===== src/hw/rtl/pwl_pkg.sv =====
// Shared types and codes for the piecewise-linear table interpolator.
// No dependencies.
package pwl_pkg;

    localparam logic [1:0] OP_CLEAR  = 2'd0;
    localparam logic [1:0] OP_APPEND = 2'd1;
    localparam logic [1:0] OP_QUERY  = 2'd2;

    localparam logic [1:0] TBL_ELASTIC    = 2'd0;
    localparam logic [1:0] TBL_EXCITATION = 2'd1;
    localparam logic [1:0] TBL_IONIZATION = 2'd2;

    localparam logic [2:0] REG_EN_ELASTIC    = 3'd0;
    localparam logic [2:0] REG_EN_EXCITATION = 3'd1;
    localparam logic [2:0] REG_EN_IONIZATION = 3'd2;
    localparam logic [2:0] REG_THR_EXCITE    = 3'd3;
    localparam logic [2:0] REG_THR_IONIZE    = 3'd4;

    // Command kinds passed from front end to back end
    typedef enum logic [1:0] {
        CMD_CLEAR,
        CMD_APPEND,
        CMD_QUERY,
        CMD_MISS
    } pwl_kind_t;

    typedef struct packed {
        pwl_kind_t   kind;
        logic [1:0]  sel;
        logic [31:0] energy;
        logic [31:0] pcs;
    } pwl_cmd_t;

endpackage


===== src/hw/rtl/pwl_fifo.sv =====
// Two-entry command queue between front and back end.
// Depends on pwl_pkg.
module pwl_fifo (
    input  logic              clk,
    input  logic              rst_n,
    input  logic              push,
    input  pwl_pkg::pwl_cmd_t push_cmd,
    input  logic              pop,
    output pwl_pkg::pwl_cmd_t head,
    output logic              empty,
    output logic              full
);
    import pwl_pkg::*;

    pwl_cmd_t    slot_reg [2];
    logic        wr_ptr_reg;
    logic        rd_ptr_reg;
    logic [1:0]  cnt_reg;

    assign empty = (cnt_reg == 2'd0);
    assign full  = (cnt_reg == 2'd2);
    assign head  = slot_reg[rd_ptr_reg];

    always_ff @(posedge clk)
    begin
        if (push && !full)
        begin
            slot_reg[wr_ptr_reg] <= push_cmd;
        end
    end

    always_ff @(posedge clk or negedge rst_n)
    begin
        if (!rst_n)
        begin
            wr_ptr_reg <= 1'b0;
            rd_ptr_reg <= 1'b0;
            cnt_reg    <= 2'd0;
        end
        else
        begin
            if (push && !full)
            begin
                wr_ptr_reg <= !wr_ptr_reg;
            end
            if (pop && !empty)
            begin
                rd_ptr_reg <= !rd_ptr_reg;
            end
            cnt_reg <= cnt_reg + 2'((push && !full) ? 1 : 0) - 2'((pop && !empty) ? 1 : 0);
        end
    end

endmodule


===== config.mk =====
export PLATFORM = sky130hd
export DESIGN_NAME = pwl_fifo
export DESIGN_NICKNAME = d
export VERILOG_FILES = /design/src/hw/rtl/pwl_pkg.sv /design/src/hw/rtl/pwl_fifo.sv
export SDC_FILE = /design/constraint.sdc
export NUM_CORES = 1
export LEC_CHECK = 0
export ABC_AREA = 1
export BUFFER_PORTS_ARGS = -buffer_cell sky130_fd_sc_hd__buf_4
export CAP_MARGIN = 20
export CORE_MARGIN = 4
export CORE_UTILIZATION = 45
export DETAILED_ROUTE_END_ITERATION = 16
export PLACE_DENSITY = 0.77
export REMOVE_ABC_BUFFERS = 1
export SETUP_SLACK_MARGIN = 0.15
export SYNTH_ARGS = -nofsm -noshare
export SYNTH_HDL_FRONTEND = slang
export SYNTH_SLANG_ARGS = --single-unit
export TNS_END_PERCENT = 20

===== constraint.sdc =====
create_clock -name clk -period 5.7 [get_ports clk]
set_input_delay 1.14 -clock clk [delete_from_list [all_inputs] [get_ports clk]]
set_output_delay 1.14 -clock clk [all_outputs]
set_load 0.02 [all_outputs]

# Word-level counts from Yosys, hierarchy flattened
# Memory sizes are Yosys's and may differ from the RTL's.
# Cells that the tools add are included.
# op_classes
addsub	2
n_eq_ne	1
n_mux	4
reduce_logical	7
# op_table
op	count
1-bit logical NOT	4
1-bit two-way mux	4
2-bit by 1-bit adder with 2-bit output	1
2-bit equality test, second input constant	1
1-bit logical AND	2
2-bit logical NOT	1
2-bit by 1-bit subtractor with 2-bit output	1
# word_totals
register_bits	4
mem_bits_rw	136
inputBits	72
mem_count	1
# memory_table
memory	words	width	rd	rd_ports_with_merged_regs	wr	line_no	rtl
slot_reg	2	68	1	0	1	pwl_fifo.sv:15	pwl_cmd_t slot_reg [2];

# Logic depth before layout (Yosys ltp)
# Gate-level depths: netlist of the first run.
# logic_depth
ltp_word	6
mapped_depth	10
depth_no_buf	10

# Least setup slack after synthesis of the first run
# OpenSTA, ideal clock, no wires.
# synth_path
path_kind	input-to-reg
start	input port push
end	memory slot_reg[1][0] in the netlist's numbering (enable)
setup_ps	494
arrival_time_ps	4064
path_slack_ps	1142
stages	2
path_buffers	0
path_cell_list	nand2_1 -> nor2_1
# synth_between
elab_chain_len	3
# synth_rtl
item	line_no	rtl
start: declaration	pwl_fifo.sv:6	input logic push,
1-bit logical AND	pwl_fifo.sv:26	if (push && !full)
1-bit two-way mux	pwl_fifo.sv:26	
1-bit two-way mux (not written as such)	pwl_fifo.sv:28	slot_reg[wr_ptr_reg] <= push_cmd;
end: declaration	pwl_fifo.sv:15	
# No other way between the ends.

==> flow_results.org, run 1 <==
** Place
- Summed over all nets, the half-perimeter wirelength after detailed placement is 6.44 mm.
- In this run the tool buffered the top-level ports with 141 buffer cells.
- Once placement completed, the tool counted placed cells totaling 658.
- Cell area reported after detailed placement :: 6350 um2
- Weighted congestion at the end of routability-driven global placement :: 0.730

** Final layout
- Final core utilization :: 0.628
- The layout has 867 filler cells.
- Ratio of cells with drive above 1 in the final layout :: 0.325
- Area added between synthesis and finish :: 34.1%
- Count of nets after finishing :: 611
- Once layout is done, the placed cells without fillers occupy 6950 um2.
- Final std cells w/o fill :: 690
- Flip-flop count of the largest register after layout :: 136
- The number of antenna diodes in the final layout is 0.

** Die
- Std cell rows :: 38
- For this configuration, the core starts out at a cell density of 0.468.
- Total Die Area :: 13300 um2
- X dimension of the die :: 115 um
- 142 I/O pins were placed.
- In this run the standard cell core region covers 11100 um2.
- The floorplan step set the die height to 115 um.

** Drt
- Using the TritonRoute via totals, the vias-per-cell ratio works out to 4.72.
- Across all layers, the routed design uses 3259 vias.
- Drt first-iter violations :: 213
- Drt total wl :: 10.1 mm
- The first TritonRoute pass finished after 4 iterations.
- In this run the remaining antenna-violating nets after routing total 0.
- After detailed routing, the number of remaining DRC violations is 0.
- Dividing the detail-routed wire length by the instance count gives 14.7 um.

** Synthesis
- During synthesis, Yosys emitted a total of 0 warnings.
- Count of distinct cell types in the synthesized netlist :: 11
- Synthesized area divided by synthesized cell count :: 13.3 um2
- Portion of the post-synthesis area used by sequential elements :: 0.807
- Share of Yosys cell area claimed by the top area cell type :: 0.788
- Number of flops mapped to enable cells by yosys :: 136
- The biggest area contributor in the post-synthesis netlist is edfxtp_1.
- After synthesis the cells add up to 5180 um2.
- Post-synthesis register bit count :: 140
- Async set-or-reset flop fraction in the synthesized netlist :: 0.0286
- Library cell with the highest instance count after synthesis :: nand2_1
- For this run, the leading register cell type out of synthesis is edfxtp_1.
- Post-synthesis instance total :: 389
- List of most frequent post-synthesis cells :: nand2_1, edfxtp_1, buf_2, inv_1, dfrtp_1
- By area the synthesized netlist is led by edfxtp_1, nand2_1, dfrtp_1.

** CTS
- Clock root buffer master :: clkbuf_16
- Post-CTS Repair Setup Buffers :: 0
- Counting every sink on the clock net gives 140.
- Counting the buffers created by CTS gives 17.
- For this design, the CTS-stage hold fixing added 0 buffers.
- Total number of H-tree levels :: 4
- Clock insertion delay at the later pin of the skew report :: 0.40 ns
- Number of cells upsized or downsized after cts :: 0
- Clock tree from TritonCTS :: yes
- After clock tree synthesis, the clock-pin slew on the worst setup and hold paths is 0.06 ns.
- Maximum buffer depth of the clock tree :: 2

** Timing
- Clock skew on the completed layout was measured at 0.00766 ns.
- Setup violations remaining at the end of the flow were counted as 0.
- Peak clock frequency supported by timing :: 297 MHz
- Min cycle time layout :: 3.36 ns
- At the pin with the least slew margin, the transition time is 0.922 ns.
- Headroom to the max-slew limit came out at 0.385.
- Final period util :: 0.590
- Summed over all failing endpoints, the final setup total negative slack is 0 ns.
- The total count of max-transition violations in the final report came to 0.
- Setup repair after global routing left no endpoint under its margin.
- Number of failing hold endpoints at the final stage :: 0

** Global route
- Maximum number of pins on one net before global-route repair :: 70
- Summed over all layers, the global routing overflow is 0.
- Number of antenna violations at the first check in global routing :: 0
- First-pass GRT wire length :: 15.7 mm
- Global-route usage over all layers :: 0.157
- The via count of the first global-routing pass is 3349.

** Worst hold path
- The path class of the tightest hold or removal check is reg -> reg.

** Setup path
- Startpoint type of the worst setup path :: register
- The setup check on the worst reg-to-reg path leaves a slack of 3.48 ns.
- Cell type with the highest occurrence count on the critical path :: nand2_1
- Endpoint arrival time on the critical path :: 2.22 ns
- By startpoint and endpoint, the worst setup path is classified as reg -> out.
- On the critical path, the stage with the largest delay is an instance of dfrtp_2.
- Worst-path fanout max :: 69
- Chain of cells forming the critical path :: inv_4, nand2_1, nand2_1, buf_4
- Setup crit end kind :: output port
- Slowest Stage Delay on Critical Path :: 0.87 ns
- Data required time of the critical path :: 4.56 ns

** Run status
- The run finished with clean final reports.

** Pwr
- The analysis attributes to cell leakage a power of 0.00302 uW.
- Ratio of total power to cell area :: 569 nW/um2
- IR drop worst, VDD :: 519 uV

** Run
- The tool flagged a number of max-cap violations equal to 0.
[stage by stage]
stage | setup slack [ns] | hold slack (ns) | power [uW]
after global routing | 2.12 | 0.503 | 4180
after detailed placement | 2.70 | 0.475 | 2920
after global placement | 2.75 | 0.455 | 2880
after floorplan | 1.14 | 0.442 | 2280
after CTS | 2.26 | 0.489 | 4010
final | 2.34 | 0.489 | 3960
[cell families after synthesis]
logic type | share of synthesized area
simple gates | 0.161
flops | 0.807
buf+inv | 0.0275
fa+ha+maj | 0.00483
[final cells by class]
type | count | area (um2) | area share
well taps | 140 | 175 | 0.0252
multi-input cells | 223 | 866 | 0.125
flip-flops and latches | 140 | 4190 | 0.602
inverters | 11 | 43.8 | 0.00630
repair buffers | 144 | 1080 | 0.155
clock inverters | 14 | 173 | 0.0248
clock buffers | 18 | 429 | 0.0617
[critical path, delay by kind of cell, from the launching register on]
kind	cells	cell delay, ns
AND/OR/NAND/NOR	2	0.26
flip-flops	1	0.87
buffers and inverters	2	0.64
[where the power goes]
| part | switching (uW) | leakage [uW] | internal [uW] | total [uW] |
|---|---|---|---|---|
| logic | 876 | 0.00142 | 485 | 1360 |
| clock network | 401 | 0.000290 | 689 | 1090 |
| registers | 97.3 | 0.00131 | 1410 | 1500 |
| total | 1380 | 0.00302 | 2580 | 3960 |
[layer usage]
layer	GRT usage	wire length [um]	up-vias
li1	-	-	1595
met1	0.178	4010	1548
met2	0.273	5290	107
met3	0.0521	749	9
met4	0.0634	91	0
met5	0	0	-
[worst paths after layout]
check | start | end | cells after the start
min in group asynchronous | rst_n | cnt_reg[1] | 1
max in group asynchronous | rst_n | rd_ptr_reg | 1
worst max-delay path | rd_ptr_reg | head[24] | 4
worst min-delay path | wr_ptr_reg | wr_ptr_reg | 2
worst min register to register | wr_ptr_reg | wr_ptr_reg | 2
worst max register to register | cnt_reg[1] | slot_reg[1][1] | 4
[cell usage in the layout (no fill, tap or decap), drive strengths merged]
master	Yosys	routed
bufinv	0	3
dfrtp	4	4
clkinvlp	0	2
clkbuf	0	18
nand3	3	3
nand2	217	217
ha	2	2
edfxtp	136	136
clkinv	0	9
nor2	1	1
inv	11	11
buf	15	144
(Power assumes the default switching activity.)
==> run 2: changes to the inputs <==
- PLACE_DENSITY: 0.77 -> 0.8
- clock period: 5.7 -> 2.96 ns (I/O delays scaled with it)
==> run 2 against run 1 <==
Utilization fell by 0.079 points. Hold slack got worse by 0.12 ns. Register-to-register slack got worse by 2.1 ns. Sequential share of layout area rose by 0.076 points. Global-route usage rose by 0.33 points. Clock power rose by 86%. Combinational power rose by 94%. First-iteration DRC count fell by 1.9%. Worst setup slack got worse by 2.0 ns. Design area fell by 0.13%. Critical endpoint is now head[44].
==> flow_results.org, run 2 (synthesis gave the netlist of run 1 again) <==
** Final layout
- Most common cell after layout, fill and taps aside :: nand2_1
- 0 antenna diodes ended up in the layout.
- Final core utilization :: 0.627
- Flip-flop count of the largest register after layout :: 136
- Of the cells placed in the final design, the portion with a size suffix greater than 1 is 0.317.
- From synthesis to final layout, the design area changed by 33.9%.
- The count of cells in the finished layout, fillers not included, comes to 692.
- The net count of the finished layout is 614.
- In the layout the commonest cells are nand2_1, buf_4, edfxtp_1, clkbuf_16, inv_1.

** CTS
- CTS placed an instance of clkbuf_16 at the clock tree root.
- The longest clock path from root to sink contains 2 buffers.
- Clock transition at path regs :: 0.06 ns
- CTS sink count :: 140
- The later pin in the worst-skew pair is clocked with a latency of 0.40 ns.
- The number of setup buffers added after CTS is 0.
- TritonCTS built the clock tree.
- Clock tree synthesis inserted a total of 17 buffers.
- Total number of H-tree levels :: 4

** Timing
- Based on the critical path, the design can be clocked at up to 383 MHz.
- Setup violations, final :: 0
- Min cycle time layout :: 2.61 ns
- Setup repair after global routing left no endpoint under its margin.
- Worst slew slack as a fraction of its limit :: 0.615
- In the finished design, the share of the clock period the worst path needs comes to 0.883.
- The number of hold-slack violations in the final timing report is 0.
- Between clock sinks in the finished design, the worst skew comes to 0.00766 ns.
- The total count of max-transition violations in the final report was 0.
- At the pin with the least slew margin, the transition time is 0.577 ns.

** Place
- The HPWL after detailed placement is 6.90 mm.
- The number of placed instances, taps included, is 660.
- In this run the tool buffered the top-level ports with 141 buffer cells.
- Weighted congestion at the end of routability-driven global placement :: 0.752

** Global route
- Maximum number of pins on one net before global-route repair :: 70
- First-pass GRT wire length :: 16.0 mm
- GRT Residual Overflow :: 0
- Number of antenna violations at the first check in global routing :: 0
- Global-route usage over all layers :: 0.160
- The via count of the first global-routing pass is 3270.

** Setup path
- The signal on the critical path passes through buf_4, nand2_1, nand2_1, buf_4.
- Of all nets on the critical path, the largest fanout is 41.
- For the worst setup path, the data required time is 2.37 ns.
- In this run the register-to-register setup slack is 1.34 ns.
- Setup crit end kind :: output port
- STA classifies the critical path startpoint as a register.
- Number of buffer and inverter stages on the critical path :: 2
- In this design, the largest share of critical-path delay is due to flip-flops.
- The critical path in this run is classified as reg -> out.
- On the worst path, the slowest cell contributes a delay of 0.74 ns.
- The largest individual stage delay along the critical path comes from the cell dfrtp_2.
- STA puts the critical path data arrival time at 2.02 ns.

** Drt
- Number of nets with antenna violations after detailed routing :: 0
- Remaining DRCs :: 0
- Drt total wl :: 10.4 mm
- The first detailed-routing pass took 4 iterations.
- Routed via count :: 3280
- The detailed router finished its first iteration with 209 violations.
- In the final routed layout, each cell accounts on average for 15.0 um.
- Using the TritonRoute via totals, the vias-per-cell ratio works out to 4.74.

** Die
- I/O pin count :: 142
- After floorplanning, the core was divided into 38 placement rows.
- Initial core utilization :: 0.468
- Die Ht :: 115 um
- Total Die Area :: 13300 um2
- The region available for standard cell placement spans 11100 um2.
- From left edge to right edge, the die measures 115 um.

** Worst hold path
- The path class of the tightest hold or removal check is in -> reg.

** Run
- Total of max-cap violations :: 0

** Run status
- Result of the run :: finished clean

** Pwr
- Ratio of total power to cell area :: 1090 nW/um2
- IR drop worst, VDD :: 595 uV
- The analysis attributes to cell leakage a power of 0.00302 uW.
==> run 2: through the flow <==
step           total power, uW  hold slack [ns]  setup TNS [ns]  cell area, um2  setup slack, ns
6_report                  7540            0.371               0            6940            0.346
5_1_grt                   7970            0.356               0            6940            0.167
4_1_cts                   7630            0.360               0            6940            0.268
3_5_place_dp              5600            0.392               0            6370            0.717
3_3_place_gp              5540            0.394               0            6370            0.737
2_1_floorplan             4400            0.296          -71.41            5090            -1.05
==> run 2: routing by layer <==
layer | track usage | routed length, um | up-vias
li1 | - | - | 1603
met1 | 0.192 | 4020 | 1540
met2 | 0.270 | 5370 | 121
met3 | 0.0500 | 768 | 16
met4 | 0.0649 | 193 | 0
met5 | 0 | 0 | -
==> run 2: layout make-up <==
cell class,instances,area [um2]
multi-input combinational,223,866
inverter,11,46.3
timing repair buffer,147,1110
tap,140,175
clock inverter,9,121
sequential,140,4190
fill,827,4130
clock buffer,22,444
==> run 2: power breakdown <==
part / leakage (uW) / internal, uW / switching [uW]
clock network: 0.000275 / 1310 / 717
registers: 0.00131 / 2710 / 172
logic: 0.00143 / 944 / 1690
total: 0.00302 / 4960 / 2580
==> run 2: repair_timing <==
item | in CTS | in global routing
resized for setup | 0 | 1
hold endpoints to repair | 4 | 0
endpoints found under the setup margin | 0 | 5
hold buffers | 1 | 0
==> run 2: path summary, 6_finish.rpt <==
| check | startpoint | end | depth (start not counted) |
|---|---|---|---|
| worst max-delay path | rd_ptr_reg | head[44] | 4 |
| worst min-delay path | push_cmd[40] | slot_reg[0][40] | 1 |
| worst max register to register | cnt_reg[0] | slot_reg[1][0] | 5 |
| worst min register to register | wr_ptr_reg | wr_ptr_reg | 2 |
| max in group asynchronous | rst_n | rd_ptr_reg | 2 |
| min in group asynchronous | rst_n | wr_ptr_reg | 2 |
