## src/hw/rtl/pwl_pkg.sv

```systemverilog
// Shared types and codes for the piecewise-linear table interpolator.
// No dependencies.
package pwl_pkg;

    localparam logic [1:0] OP_CLEAR  = 2'd0;
    localparam logic [1:0] OP_APPEND = 2'd1;
    localparam logic [1:0] OP_QUERY  = 2'd2;

    localparam logic [1:0] TBL_ELASTIC    = 2'd0;
    localparam logic [1:0] TBL_EXCITATION = 2'd1;
    localparam logic [1:0] TBL_IONIZATION = 2'd2;

    localparam logic [2:0] REG_EN_ELASTIC    = 3'd0;
    localparam logic [2:0] REG_EN_EXCITATION = 3'd1;
    localparam logic [2:0] REG_EN_IONIZATION = 3'd2;
    localparam logic [2:0] REG_THR_EXCITE    = 3'd3;
    localparam logic [2:0] REG_THR_IONIZE    = 3'd4;

    // Command kinds passed from front end to back end
    typedef enum logic [1:0] {
        CMD_CLEAR,
        CMD_APPEND,
        CMD_QUERY,
        CMD_MISS
    } pwl_kind_t;

    typedef struct packed {
        pwl_kind_t   kind;
        logic [1:0]  sel;
        logic [31:0] energy;
        logic [31:0] pcs;
    } pwl_cmd_t;

endpackage

```

## src/hw/rtl/pwl_front.sv

```systemverilog
// Front end: configuration registers, input handshake and op classification.
// Depends on pwl_pkg.
module pwl_front #(
    parameter int NUM_TABLES = 3
) (
    input  logic              clk,
    input  logic              rst_n,
    input  logic              start,
    output logic              busy,
    input  logic [1:0]        op,
    input  logic [1:0]        table_select,
    input  logic [31:0]       energy,
    input  logic [31:0]       point_xsec,
    input  logic              cfg_valid,
    output logic              cfg_ready,
    input  logic [2:0]        cfg_index,
    input  logic [31:0]       cfg_data,
    input  logic              q_full,
    output logic              q_push,
    output pwl_pkg::pwl_cmd_t q_cmd
);
    import pwl_pkg::*;

    logic        en_el_reg;
    logic        en_ex_reg;
    logic        en_io_reg;
    logic [31:0] thr_ex_reg;
    logic [31:0] thr_io_reg;
    logic        sel_ok;
    logic        open;
    logic        keep;
    logic        accept;

    assign cfg_ready = 1'b1;
    assign busy      = q_full;
    assign accept    = start && !busy;
    assign sel_ok    = (int'(table_select) < NUM_TABLES);

    always_ff @(posedge clk or negedge rst_n)
    begin
        if (!rst_n)
        begin
            en_el_reg  <= 1'b1;
            en_ex_reg  <= 1'b1;
            en_io_reg  <= 1'b1;
            thr_ex_reg <= '0;
            thr_io_reg <= '0;
        end
        else if (cfg_valid && cfg_ready)
        begin
            unique case (cfg_index)
                REG_EN_ELASTIC:    en_el_reg  <= cfg_data[0];
                REG_EN_EXCITATION: en_ex_reg  <= cfg_data[0];
                REG_EN_IONIZATION: en_io_reg  <= cfg_data[0];
                REG_THR_EXCITE:    thr_ex_reg <= cfg_data;
                REG_THR_IONIZE:    thr_io_reg <= cfg_data;
                default: ;
            endcase
        end
    end

    always_comb
    begin
        unique case (table_select)
            TBL_ELASTIC:    open = en_el_reg;
            TBL_EXCITATION: open = en_ex_reg && (energy >= thr_ex_reg);
            TBL_IONIZATION: open = en_io_reg && (energy >= thr_io_reg);
            default:        open = 1'b1;
        endcase
    end

    always_comb
    begin
        q_cmd.sel    = table_select;
        q_cmd.energy = energy;
        q_cmd.pcs    = point_xsec;
        q_cmd.kind   = CMD_MISS;
        keep         = 1'b0;
        unique case (op)
            OP_CLEAR:
            begin
                q_cmd.kind = CMD_CLEAR;
                keep       = sel_ok;
            end
            OP_APPEND:
            begin
                q_cmd.kind = CMD_APPEND;
                keep       = sel_ok;
            end
            OP_QUERY:
            begin
                q_cmd.kind = (sel_ok && open) ? CMD_QUERY : CMD_MISS;
                keep       = 1'b1;
            end
            default: keep = 1'b0;
        endcase
    end

    assign q_push = accept && keep;

endmodule

```

## config.mk

```make
export PLATFORM = sky130hd
export DESIGN_NAME = pwl_front
export DESIGN_NICKNAME = d
export VERILOG_FILES = /design/src/hw/rtl/pwl_pkg.sv /design/src/hw/rtl/pwl_front.sv
export SDC_FILE = /design/constraint.sdc
export NUM_CORES = 1
export LEC_CHECK = 0
export BUFFER_PORTS_ARGS = -buffer_cell sky130_fd_sc_hd__buf_2
export CORE_AREA = 8 8 105 107
export CTS_BUF_LIST = sky130_fd_sc_hd__clkbuf_8
export CTS_CLUSTER_SIZE = 30
export DETAILED_ROUTE_END_ITERATION = 16
export DIE_AREA = 0 0 113 115
export PLACE_DENSITY = 0.84
export SETUP_SLACK_MARGIN = 0.4
export SKIP_LAST_GASP = 1
export SLEW_MARGIN = 20
export SYNTH_ARGS = -nofsm -noshare
export SYNTH_HDL_FRONTEND = slang
export SYNTH_SLANG_ARGS = --single-unit
```

## constraint.sdc

```tcl
create_clock -name clk -period 2.8 [get_ports clk]
set_input_delay 0.56 -clock clk [delete_from_list [all_inputs] [get_ports clk]]
set_output_delay 0.56 -clock clk [all_outputs]
set_load 0.03 [all_outputs]
```

==> Yosys cells after proc, flatten, opt, wreduce, memory -nomap -nowiden <==
Index checks and enable logic that the tools add are counted.
{ "op_classes": {"order_cmp": 3, "mux": 4, "eq_ne": 8, "reduce_logical": 15} }
{ "ops": {"columns": ["cell", "count"], "rows": [
  ["32-bit >= comparator", 2],
  ["2-bit AND reduction", 5],
  ["3-bit by 2-bit equality test with 1-bit output, second input constant", 2],
  ["2-bit one-hot mux with 3 select lines", 1],
  ["1-bit logical AND", 5],
  ["2-bit by 1-bit equality test with 1-bit output, second input constant", 2],
  ["2-bit equality test, second input constant", 2],
  ["2-bit zero test", 2],
  ["3-bit by 1-bit equality test with 1-bit output, second input constant", 1],
  ["3-bit equality test, second input constant", 1],
  ["3-bit zero test", 1],
  ["1-bit one-hot mux with 3 select lines", 1],
  ["2-bit < comparator, second input constant", 1],
  ["1-bit one-hot mux with 2 select lines", 1],
  ["2-bit OR reduction", 1],
  ["1-bit zero test", 1],
  ["1-bit 2-to-1 mux", 1]
]} }
{ "totals": {"inputBits": 108, "regBits": 67, "output_inout_bits": 71, "word_cells": 35} }

==> Logic depth before layout (Yosys ltp) <==
Gate-level depths: netlist (run 1).
{ "depth": {"depth_word": 6, "depth_mapped": 8, "depth_no_buf": 8} }

==> Least setup slack after synthesis (run 1) <==
OpenSTA, ideal clock, no wires.
{ "synth_timing": {"path_type": "input port to output port", "start": "input port energy[30]", "end": "output port q_cmd[66] in the netlist's numbering", "arrival_time_ps": 2127, "path_buffers": 0, "path_slack_ps": 113, "cell_stages": 7, "cell_sequence": "ha_1 > a21oi_1 > nand2_1 > a221o_1 > a211o_1 > nor3_1 > o22a_1"} }
{ "synth_rtl": {"columns": ["item", "line", "source"], "rows": [
  ["start, declared", "pwl_front.sv:12", "input logic [31:0] energy,"],
  ["end, declared", "pwl_front.sv:20", "output pwl_pkg::pwl_cmd_t q_cmd"]
]} }

==> impl_summary.txt, run 1 <==
----------------------------------------------------
[Status]
  Outcome ... complete, but fails checks
  Failing checks ... negative setup slack

[Setup path]
  Type of element launching the critical path ... register
  Worst setup path category ... register to primary output
  Max incr delay on CP ... 0.54 ns
  CP cell instances ... inv_1, ha_4, nand4_1, or4_1, a21oi_1, a211o_1, nor3_2, o22a_2, buf_6
  Slowest cell on crit path ... or4_1
  Worst Setup End Kind ... primary output
  Data required time of the worst path ... 2.24 ns
  WP data arrival ... 2.37 ns
  CP max FO ... 2
  Worst-case reg-to-reg path depth ... 1

[Die]
  Effective utilization at floorplan ... 48.5%
  Chip Height ... 115 µm
  Die width ... 113 µm
  Floorplan row count ... 36
  I/O Pins ... 179
  Placeable core region ... 0.00946 mm²
  Die Outline Area ... 0.0130 mm²

[STA]
  Transition time of the tightest slew-check pin ... 0.696 ns
  Tcrit/Tclk final ... 105%
  Time the worst path needs with I/O delays and setup ... 2.93 ns
  Worst setup slack after layout ... -0.130 ns
  Count of endpoints failing hold in the final timing report ... 0
  Total of endpoints with negative setup slack in the final report ... 1
  Number of max-slew violations in the final report ... 0
  Post-Route Skew ... 0 ns
  Setup TNS ... -0.130 ns
  Max frequency ... 341 MHz
  RSZ-0062 raised after global routing ... yes
  Fin Hold WS ... 0.249 ns
  Slew headroom ... 53.6%

[GRT]
  Initial antenna violation count ... 0
  Overall overflow remaining after global route ... 0
  Via count of the first global-routing pass ... 3884
  Global-route wire length before repair ... 18600 µm
  Global-route usage over all layers ... 18.1%
  Pin count of the biggest net entering global routing ... 41

[Logic synthesis]
  Count of flip-flops with a built-in enable after synthesis ... 0
  Area of the mapped netlist ... 0.00459 mm²
  Synthesized flop and latch total ... 67
  Cell taking the most area after synthesis ... dfrtp_1
  Post-synthesis async set-or-reset flop share ... 100%
  Number of unique standard cell types used by synthesis ... 43
  Most used DFF post-synth ... dfrtp_1
  Top-count cell post-synth ... buf_4
  Leading cell types by count after synthesis ... buf_4, dfrtp_1, ha_1, inv_1, nand2_1
  Syn_nets ... 659
  Number of warning messages in the yosys log ... 0
  Synth top area cells ... dfrtp_1, ha_1, buf_4
  Area share of the largest cell type after synthesis ... 34.9%
  Gate count of the mapped netlist ... 487
  Register area share after synthesis ... 36.6%
  Post-Synthesis Mean Instance Area ... 9.43 µm²

[Clocking]
  CTS tree ... yes
  CTS clock-pin slew for the worst setup and hold paths ... 0.08 ns
  Number of levels in the clock H-tree ... 3
  Deepest clock path buffer count ... 2
  Num CTS Buffers ... 9
  Root Driver ... clkbuf_8
  Number of hold buffers added after CTS ... 0
  Clock network latency to the later pin of the worst-skew pair ... 0.35 ns
  Total clock sinks ... 67

[Run]
  Number of violations of the max-capacitance limit ... 0

[Finish]
  Synth-to-Final Area Change ... 21.2%
  Net count, final ... 733
  Number of cells in the finished layout apart from fillers ... 680
  Share of final-layout standard cells stronger than drive strength 1 ... 42.6%
  Final-layout fill cell count ... 818
  Antenna cell count ... 0
  Finished Core Util ... 58.8%

[Placement]
  # port buffers ... 113
  Detailed placement HPWL ... 9020 µm
  Placed cell count ... 662
  Placer congestion estimate ... 0.826
  Post-Place Setup Slack ... -0.197 ns

[Detailed routing]
  Routed WL ... 11300 µm
  Routed wire per std cell ... 16.7 µm
  Vias per Instance ... 5.18
  Detailed Route Iter0 Violations ... 79
  DRC violation count after routing ... 0
  Count of nets left with antenna violations after detail routing ... 0
  Iteration count of the initial detailed-routing pass ... 4
  Total vias in the final route ... 3523

[Power and ir drop]
  Leakage power total ... 2.74 nW
  Cell area power density ... 629 mW/mm²
  Max rail drop VDD ... 0.293 mV

[Min path]
  Worst min-delay path class ... input port to async pin

----------------------------------------------------
-- per-layer routing --
metal / routed length (µm) / GRT usage [%]
met1: 4780 / 20.7
met3: 687 / 5.36
met2: 5660 / 31.8
met4: 197 / 6.31
met5: 0 / 0
-- final timing paths --
kind	start	to	slack [ns]
worst max-delay path	thr_io_reg[21]$_DFFE_PN0P_	q_cmd[66]	-0.13
worst min-delay path	rst_n	thr_ex_reg[21]$_DFFE_PN0P_	0.25
worst max register to register	thr_ex_reg[31]$_DFFE_PN0P_	thr_ex_reg[31]$_DFFE_PN0P_	2.02
worst min register to register	thr_ex_reg[2]$_DFFE_PN0P_	thr_ex_reg[2]$_DFFE_PN0P_	0.51
max in group asynchronous	rst_n	en_ex_reg$_DFFE_PN1P_	1.83
min in group clk	cfg_data[30]	thr_io_reg[30]$_DFFE_PN0P_	0.42
-- power by group --
part           internal [mW]  switching, mW
Sequential              1.18         0.0888
Combinational          0.535          0.619
Clock                  0.680          0.399
Total                   2.39           1.11
-- per-stage QoR --
step	power (mW)	cell area [µm²]
after global placement	2.29	5110
after global routing	3.76	5560
final	3.50	5560
after detailed placement	2.36	5110
after floorplan	2.08	4740
after CTS	3.51	5510
-- cells by family (layout without fill, tap and decap cells) --
logic type,count (synthesis),count (layout),synth area share (%)
AO/OA/AOI/OAI,85,85,10.6
other,1,1,0.0817
buffers and inverters,143,222,17.3
flip-flops,67,67,36.6
multiplexers,36,36,8.83
adder cells (fa/ha/maj),64,64,17.4
AND/OR/NAND/NOR,91,91,9.13
-- worst max-delay path: cells and delay by family (launching register included) --
family,cells,cell delay (ns)
AND/OR/NAND/NOR,3,0.72
AO/OA/AOI/OAI,3,0.49
flip-flops,1,0.33
adder cells (fa/ha/maj),1,0.27
buffers and inverters,2,0.20
-- cell usage in the layout, fill, tap and decap left out, drive strengths merged, types with 3 or more instances in the layout --
master,Yosys,final
inv,64,64
a21oi,27,27
dfstp,3,3
nor3,3,3
nand3,8,8
mux2,36,36
ha,64,64
bufinv,0,4
nor2,8,8
o21ai,39,39
dfrtp,64,64
nor4,3,3
buf,71,142
clkbuf,8,9
nand2,54,54
nand4,5,5
-- timing repair --
item,CTS,global route
resized for setup,25,9
buffers inserted,1,1
endpoints found under the setup margin,1,1
pin swaps,9,3
-- final cells by class --
class / count / area, µm² / area share, %
tap: 114 / 143 / 2.56
timing repair buffer: 142 / 802 / 14.4
inverter: 64 / 240 / 4.32
multi-input combinational: 277 / 2430 / 43.8
clock inverter: 7 / 140 / 2.52
sequential: 67 / 1680 / 30.2
clock buffer: 9 / 124 / 2.23
No activity file was read; power rests on OpenSTA's default activity.
==> run 2: changes to the inputs <==
==> constraint.sdc (replaced) <==
create_clock -name clk -period 2.8 [get_ports clk]
set_input_delay 0.14 -clock clk [delete_from_list [all_inputs] [get_ports clk]]
set_output_delay 0.14 -clock clk [all_outputs]
set_load 0.03 [all_outputs]
==> run 2 against run 1 <==
  * The flow now finishes without violations
  * Routed wire length is 0.72% higher
  * Global-route usage about the same
  * Register-to-register slack is essentially flat
  * Sequential share of layout area is 2.2 points higher
  * Critical path type unchanged
  * Largest power group unchanged
  * Highest routed layer is now met5
==> impl_summary.txt, run 2 (synthesis results as in run 1) <==
----------------------------------------------------
[Status]
  Outcome ... finished clean

[Run]
  Number of violations of the max-capacitance limit ... 0

[Power and ir drop]
  Sequential share of power ... 40.7%
  Cell area power density ... 601 mW/mm²
  Switch share ... 33.8%
  Clock Power Share ... 25.6%
  Relative contribution of combinational cells to total power ... 33.8%
  Internal power ... 2.06 mW
  Max rail drop VDD ... 0.277 mV
  Leakage power total ... 2.63 nW
  Sw Pwr ... 1.05 mW

[Detailed routing]
  DRC violation count after routing ... 0
  Count of nets left with antenna violations after detail routing ... 0
  Routed wire per std cell ... 17.3 µm
  Detailed Route Iter0 Violations ... 116
  Total vias in the final route ... 3499
  Vias per Instance ... 5.29
  Iteration count of the initial detailed-routing pass ... 4
  Routed WL ... 11400 µm

[Clocking]
  CTS tree ... yes
  Clock network latency to the later pin of the worst-skew pair ... 0.34 ns
  Number of levels in the clock H-tree ... 3
  Deepest clock path buffer count ... 2
  CTS clock-pin slew for the worst setup and hold paths ... 0.07 ns
  Total clock sinks ... 67
  Num CTS Buffers ... 9
  Root Driver ... clkbuf_8

[Die]
  Placeable core region ... 0.00946 mm²
  Effective utilization at floorplan ... 48.5%
  Floorplan row count ... 36
  Chip Height ... 115 µm
  Die Outline Area ... 0.0130 mm²
  I/O Pins ... 179
  Die width ... 113 µm

[Finish]
  Most frequent standard cell in the layout excluding fill and tap cells ... buf_2
  Non-Filler Cell Area, Final ... 0.00519 mm²
  Final-layout fill cell count ... 833
  Share of final-layout standard cells stronger than drive strength 1 ... 36.3%
  Most used cells in the layout excluding fill and tap cells ... buf_2, inv_1, dfrtp_1
  Storage element area ... 0.00168 mm²
  Net count, final ... 713
  Area occupied by multi-input gates ... 0.00228 mm²
  Finished Core Util ... 54.9%
  Synth-to-Final Area Change ... 13.0%

[STA]
  Time the worst path needs with I/O delays and setup ... 2.48 ns
  Count of endpoints failing hold in the final timing report ... 0
  Number of max-slew violations in the final report ... 0
  Total of endpoints with negative setup slack in the final report ... 0
  Slew headroom ... 45.5%
  Tcrit/Tclk final ... 88.4%
  Post-Route Skew ... 0 ns
  RSZ-0062 raised after global routing ... yes
  Max frequency ... 404 MHz
  Transition time of the tightest slew-check pin ... 0.817 ns
  Setup TNS ... 0 ns

[GRT]
  Global-route usage over all layers ... 18.2%
  Pin count of the biggest net entering global routing ... 35
  Global-route wire length before repair ... 18700 µm
  Via count of the first global-routing pass ... 3951
  Overall overflow remaining after global route ... 0
  Initial antenna violation count ... 2

[Setup path]
  Max incr delay on CP ... 0.38 ns
  Worst-case reg-to-reg path depth ... 1
  Type of element launching the critical path ... register
  Data required time of the worst path ... 2.66 ns
  Slowest cell on crit path ... dfrtp_1
  Start of the worst register-to-register path ... thr_ex_reg[30]$_DFFE_PN0P_
  CP max FO ... 3
  Reg-to-Reg End ... thr_ex_reg[30]$_DFFE_PN0P_
  Worst setup path category ... register to primary output
  WP data arrival ... 2.34 ns
  CP cell instances ... inv_2, ha_4, a21oi_1, nand2_1, a221o_1, a211o_1, nor3_2, o22a_1, buf_6
  Reg-to-reg setup timing slack ... 2.02 ns
  Worst Setup End Kind ... primary output

[Placement]
  Detailed placement HPWL ... 9160 µm
  Placer congestion estimate ... 0.865
  Post-Place Cell Area ... 0.00480 mm²
  # port buffers ... 113

[Min path]
  Number of stages on the worst hold path ... 3
  Worst min-delay path class ... input port to register
  Hold Startpoint ... cfg_data[3]
  Worst hold endpoint ... thr_io_reg[3]$_DFFE_PN0P_

----------------------------------------------------
[run 2: changes by cell type in the layout (fill, tap and decap cells not counted), moves of 2 or more]
cell	delta
buf_4	-23
ha_1	+13
ha_4	-13
inv_1	+9
inv_2	-5
bufinv_16	-3
dlygate4sd3_1	+3
clkinvlp_4	-2
nand2_1	+2
nand2_2	-2
[run 2: critical path, delay by kind of cell (launching register included)]
kind / cells / cell delay, ns
buffers and inverters: 2 / 0.22
AO/OA/AOI/OAI: 4 / 0.94
flip-flops: 1 / 0.38
AND/OR/NAND/NOR: 2 / 0.25
adder cells (fa/ha/maj): 1 / 0.21
[run 2: how the worst max path moves through the flow]
stage,start,endpoint,slack [ns],cells after the start
2_1_floorplan,thr_io_reg[30]$_DFFE_PN0P_,q_cmd[66],0.76,8
3_3_place_gp,thr_ex_reg[1]$_DFFE_PN0P_,q_cmd[66],0.42,9
3_5_place_dp,thr_ex_reg[15]$_DFFE_PN0P_,q_cmd[66],0.40,9
4_1_cts,thr_io_reg[28]$_DFFE_PN0P_,q_cmd[66],0.33,9
5_1_grt,thr_io_reg[27]$_DFFE_PN0P_,q_cmd[66],0.23,9
6_report,thr_io_reg[30]$_DFFE_PN0P_,q_cmd[66],0.32,9
[run 2: power by group through the flow]
| stage | sequential (mW) | clock, mW | combinational, mW |
|---|---|---|---|
| floorplan | 1.25 | 0 | 0.773 |
| global placement | 1.27 | 0 | 0.901 |
| detailed placement | 1.28 | 0 | 0.955 |
| CTS | 1.27 | 0.820 | 1.03 |
| global route | 1.29 | 0.868 | 1.20 |
| finish | 1.27 | 0.797 | 1.05 |
[run 2: cell type report]
cell class                      count  area share [%]
Timing Repair Buffer              122            12.7
Sequential cell                    67            32.4
Clock inverter                      6           0.965
Inverter                           64            4.63
Tap cell                          114            2.75
Multi-Input combinational cell    277            43.9
Clock buffer                       10            2.65
Antenna cell                        1          0.0482
[run 2: routing by layer]
| metal | vias to the layer above | GRT usage (%) | wire length [µm] |
|---|---|---|---|
| met1 | 1655 | 20.4 | 4780 |
| met3 | 47 | 5.30 | 718 |
| li1 | 1685 | - | - |
| met4 | 2 | 9.24 | 398 |
| met5 | - | 0 | 12 |
| met2 | 110 | 31.0 | 5500 |
[run 2: metrics by stage]
stage	hold slack [ns]	std cells	power (mW)	setup slack (ns)
CTS	0.000522	660	3.11	0.333
global route	0.0118	661	3.36	0.226
finish	0.0170	661	3.12	0.324
floorplan	-0.156	487	2.03	0.764
global placement	0.260	640	2.17	0.420
detailed placement	0.271	640	2.24	0.396
[run 2: timing repair]
item / CTS / global route
buffers inserted: 1 / 0
hold endpoints to repair: 32 / 0
cloned: 0 / 0
endpoints found under the setup margin: 1 / 1
gates resized for setup: 25 / 9
pin swaps: 11 / 3
hold buffers: 3 / 0
